$ cat src/tsm_pkg.sv
// shared types, codes and defaults of the timestamp stream merge
`default_nettype none

package tsm_pkg;

  // default configuration
  localparam int unsigned STREAMS_DEF = 4;
  localparam int unsigned DEPTH_DEF   = 256;

  // item function codes
  localparam logic FUNC_LOAD = 1'b0;
  localparam logic FUNC_POP  = 1'b1;

  // result status codes
  localparam logic [1:0] STATUS_OK    = 2'd0;
  localparam logic [1:0] STATUS_EMPTY = 2'd1;
  localparam logic [1:0] STATUS_DROP  = 2'd2;

  // one stored entry: timestamp in the high half, tag in the low half
  typedef struct packed {
    logic signed [31:0] ts;
    logic [31:0]        tag;
  } entry_t;

  localparam int unsigned ENTRY_W = $bits(entry_t);

  // per-stream control from the merge stage
  typedef struct packed {
    logic load;
    logic pop;
  } stream_ctl_t;

  // per-stream status toward the merge stage
  typedef struct packed {
    logic   nonempty;
    logic   full;
    entry_t head;
  } stream_stat_t;

endpackage

`default_nettype wire

$ cat src/tsm_min_tree.sv
// comparator tree picking the smallest valid timestamp, ties to the lowest index
`default_nettype none

module tsm_min_tree #(
  parameter int unsigned N = tsm_pkg::STREAMS_DEF,
  localparam int unsigned IW = $clog2(N)
) (
  input  logic [N-1:0]       vld_i,
  input  logic signed [31:0] key_i [N],
  output logic               found_o,
  output logic [IW-1:0]      idx_o
);

  localparam int unsigned LV = IW;
  localparam int unsigned P  = 1 << LV;

  logic               lv_vld [LV+1][P];
  logic [IW-1:0]      lv_idx [LV+1][P];
  logic signed [31:0] lv_key [LV+1][P];

  // tree of pairwise compares, left side holds the lower indices
  always_comb begin
    logic take;
    take = 1'b0;
    for (int l = 0; l <= LV; l++) begin
      for (int i = 0; i < P; i++) begin
        lv_vld[l][i] = 1'b0;
        lv_idx[l][i] = '0;
        lv_key[l][i] = '0;
      end
    end
    for (int i = 0; i < N; i++) begin
      lv_vld[0][i] = vld_i[i];
      lv_idx[0][i] = IW'(i);
      lv_key[0][i] = key_i[i];
    end
    for (int l = 0; l < LV; l++) begin
      for (int i = 0; i < P / 2; i++) begin
        if (i < (P >> (l + 1))) begin
          take = lv_vld[l][2*i+1] &&
                 (!lv_vld[l][2*i] || (lv_key[l][2*i+1] < lv_key[l][2*i]));
          lv_vld[l+1][i] = lv_vld[l][2*i] || lv_vld[l][2*i+1];
          lv_idx[l+1][i] = take ? lv_idx[l][2*i+1] : lv_idx[l][2*i];
          lv_key[l+1][i] = take ? lv_key[l][2*i+1] : lv_key[l][2*i];
        end
      end
    end
  end

  assign found_o = lv_vld[LV][0];
  assign idx_o   = lv_idx[LV][0];

endmodule

`default_nettype wire
$ cat config.mk
export PLATFORM = sky130hd
export DESIGN_NAME = tsm_min_tree
export DESIGN_NICKNAME = d
export VERILOG_FILES = /design/src/tsm_pkg.sv /design/src/tsm_min_tree.sv
export SDC_FILE = /design/constraint.sdc
export NUM_CORES = 1
export LEC_CHECK = 0
export BUFFER_PORTS_ARGS = -buffer_cell sky130_fd_sc_hd__buf_2
export CORE_AREA = 2 2 87 89
export DETAILED_ROUTE_END_ITERATION = 6
export DIE_AREA = 0 0 89 91
export PLACE_DENSITY = 0.74
export SLEW_MARGIN = 10
export SYNTH_ARGS = -nofsm -noshare
export SYNTH_HDL_FRONTEND = slang
export SYNTH_SLANG_ARGS = --single-unit
$ cat constraint.sdc
create_clock -name vclk -period 20.7
set_input_delay 4.14 -clock vclk [all_inputs]
set_output_delay 4.14 -clock vclk [all_outputs]
set_load 0.1 [all_outputs]
# Word level (Yosys, flattened, before mapping)
# Index checks and enable logic that the tools add are counted.
# word_totals
ff_bits	0
out_inout_bits	3
word_cells	20
# classes
order_cmp	3
n_mux	5
n_reduce_logical	12
# ops
cell	n
$lt A32 B32 Y1	3
$mux W32	2
$logic_or A1 B1 Y1	6
$logic_and A1 B1 Y1	3
$logic_not A1 Y1	3
$mux W1	2
$mux W2	1

# Depth between registers and ports, before layout
# logic_depth
word_depth	8
mapped_depth	23
mapped_depth_nobuf	22

# Worst setup path after synthesis
# No wires, ideal clock.
# synth_path
path_type	input to output
from	in key_i[110] (netlist name)
to	out idx_o[0]
arrival_ns	9.877
required_ns	16.560
setup_slack_ns	6.683
stages	22
n_path_buf	1
path_cell_list	inv_1 -> ha_1 -> nand4_1 -> nor3_1 -> or4b_1 -> o211ai_1 -> a21oi_2 -> xnor2_2 -> o21ai_1 -> buf_2 -> mux2i_1 -> ha_1 -> a21o_1 -> a21o_1 -> a21oi_1 -> o21a_1 -> nor2_1 -> a211o_1 -> or3_1 -> nor4_1 -> o41ai_1 -> a2bb2oi_1
# synth_via
elab_chain_len	8
# synth_rtl
item	line	source
start: declaration	tsm_min_tree.sv:9	input logic signed [31:0] key_i [N],
$lt A32 B32 Y1	tsm_min_tree.sv:41	(!lv_vld[l][2*i] || (lv_key[l][2*i+1] < lv_key[l][2*i]));
$logic_or A1 B1 Y1	tsm_min_tree.sv:41	
$logic_and A1 B1 Y1	tsm_min_tree.sv:40	take = lv_vld[l][2*i+1] &&
$mux W32	tsm_min_tree.sv:44	lv_key[l+1][i] = take ? lv_key[l][2*i+1] : lv_key[l][2*i];
$lt A32 B32 Y1	tsm_min_tree.sv:41	
$logic_or A1 B1 Y1	tsm_min_tree.sv:41	
$logic_and A1 B1 Y1	tsm_min_tree.sv:40	
$mux W2 (*)	tsm_min_tree.sv:43	lv_idx[l+1][i] = take ? lv_idx[l][2*i+1] : lv_idx[l][2*i];
end: declaration	tsm_min_tree.sv:11	output logic [IW-1:0] idx_o
# Mark *: on every way between the ends. The rest lies on a longest branch, timed or not.

# Worst setup path after layout
# layout_path
from	in key_i[63] (netlist name)
to	out idx_o[0]
# The elaborated chain is that of the path after synthesis.

==> out/metrics.cfg <==
[status]
status = finished clean

[worst_setup_path]
worst_path_largest_cell_delay_ns = 0.55
worstPathMaxFanout = 17
path_cells = buf_2, inv_1, ha_1, nand4_1, nor4_1, nand2_1, o211ai_1, a31oi_1, xor2_1, nand2_1, nand2_1, buf_4, mux2_2, ha_1, a21o_1, a21o_1, a21oi_1, o21ai_0, a211o_1, or3_1, nor4_1, o41ai_1, a2bb2oi_1, buf_2
critPathLaunchType = input port
path_common_cell = nand2_1
crit_required_ns = 16.56
arrival_ns = 9.95
path_class = input port to primary output
worstSetupEndpointType = primary output
critPathSlowestCell = nand2_1

[routing]
routed_via_density = 5.324
ant_nets = 0
first_pass_iters = 4
drt-total-wl_um = 8758
post_drt_wl_per_cell_um = 14.06
drc_errors = 0
drt-initial-drc-count = 87
vias = 3317

[worst_hold_path]
hp-class = input port to primary output

[synthesis]
ys_top_cells_by_area = ha_1 (37%), mux2_2 (11%), mux2i_1 (11%), inv_1 (7.9%), a21oi_1 (4.5%)
synth_area_per_cell_um2 = 7.908
synth.largest_area_cell = ha_1
synth_cell_types = 45
synth_area_um2 = 3108
syn-num-nets = 618
syn_inst = 393
synth_top_area_share_pct = 37.44
ys_warn_count = 0
synth-seq-area-share_pct = 0

[timing]
setup_violations = 0
setup_tns_ns = 0
finalHoldViolCount = 0
worst_pin_slew_ns = 0.7334
fin_crit_ns = 14.09
relSlewSlack_pct = 50.99
period_share_pct = 68.06
finalHoldWorstSlack_ns = 8.873
fmax_mhz = 70.98
drv_slew = 0
rsz0062_at_grt = no

[layout]
area_growth_pct = 25.60
final_cell_mix = buf_2 (135), ha_1 (93), inv_1 (65), mux2i_1 (33), mux2_2 (31)
stdcell_count = 623
stdcell_area_um2 = 3904
n_clock_buffer = 0
seq_cells = 0
diodes = 0
post_route_cells_drive_above_1_share_pct = 33.59
seq_area_um2 = 0
nets = 751
mostFrequentLayoutCell = buf_2

[floorplanning]
design.die.area_um2 = 8099
die_w_um = 89
io_pins = 135
num_rows = 31
core-area_um2 = 7137
start_util_pct = 43.55
dieHeight_um = 91

[power_and_ir_drop]
power_leakage_nw = 2.360
total_power_uw = 114.7
p_per_area_nw_per_um2 = 29.38
ir_drop_v = 0.00001579

[clock_tree]
post_cts_buffers = 0
ctsResizeCount = 0
cts_hold_buffers = 0

[grt]
antenna_found_initial = 0
met2_usage_pct = 40.42
grt_most_used_layer = met2
grt_pass1_vias = 3400
grt-ovfl-total = 0
grt_first_pass_wirelength_um = 13840
track_usage_pct = 20.65
grt_max_degree = 19
globalRouteMet3Util_pct = 1.273
globalRouteMet1Util_pct = 24.46

[place]
place_hpwl_um = 8024
dp.cells = 623
portBuffers = 135
gp_congestion = 0.8749
placed_area_um2 = 3904

[run]
drv_cap = 0

-- metal layers --
metal	vias to the layer above	routed length, um
li1	1698	-
met1	1495	3829
met2	114	4267
met3	10	527
met4	0	134
met5	-	0
-- area by class of cell --
class	count	area, um2
repair buffers	137	690.7
fillers	723	3233
multi-input cells	322	2845
inverters	65	244.0
well taps	99	123.9
-- cells in the mapped netlist (2+ instances only) --
| cell | number |
|---|---|
| a211o_1 | 2 |
| a211oi_1 | 3 |
| a21o_1 | 15 |
| a21oi_1 | 28 |
| a221oi_1 | 3 |
| a31oi_1 | 3 |
| and4_1 | 2 |
| buf_2 | 6 |
| ha_1 | 93 |
| inv_1 | 65 |
| mux2_2 | 31 |
| mux2i_1 | 33 |
| nand2_1 | 27 |
| nand3_1 | 5 |
| nand4_1 | 14 |
| nor2_1 | 15 |
| nor3_1 | 4 |
| nor4_1 | 4 |
| o211ai_1 | 2 |
| o21a_1 | 2 |
| o21ai_0 | 8 |
| o21ai_1 | 4 |
| or3_1 | 2 |
-- where the power goes --
part           switching [mW]  total (mW)  internal (mW)
clock                       0           0              0
combinational          0.0624       0.115         0.0523
sequential                  0           0              0
-- worst max-delay path: cells and delay by family --
family	cells	cell delay (ns)
and+or+nand+nor	7	2.09
AOI/OAI and AO/OA	9	1.43
buffers and inverters	4	0.98
adders and majority gates	2	0.65
muxes	1	0.38
xor gates and xnor gates	1	0.26
-- through the flow --
stage          setup slack, ns  util [%]
2_1_floorplan            6.683         -
3_3_place_gp             6.809     54.70
3_5_place_dp             6.713     54.70
4_1_cts                  6.665     54.70
5_1_grt                  6.253     54.70
6_report                 6.611     54.70
-- worst paths after layout --
check / cells after the start / startpoint / end
worst max-delay path: 24 / key_i[63] / idx_o[0]
worst min-delay path: 4 / vld_i[0] / idx_o[1]
-- logic make-up (layout without fill, tap and decap cells) --
group | count (synthesis) | count (layout) | synth area share, %
xor+xnor | 3 | 3 | 1.087
buf+inv | 71 | 202 | 8.816
compound gates | 80 | 80 | 17.03
mux | 65 | 65 | 22.34
fa+ha+maj | 93 | 93 | 37.44
simple gates | 81 | 81 | 13.29
Power figures use the tool's default switching activity.
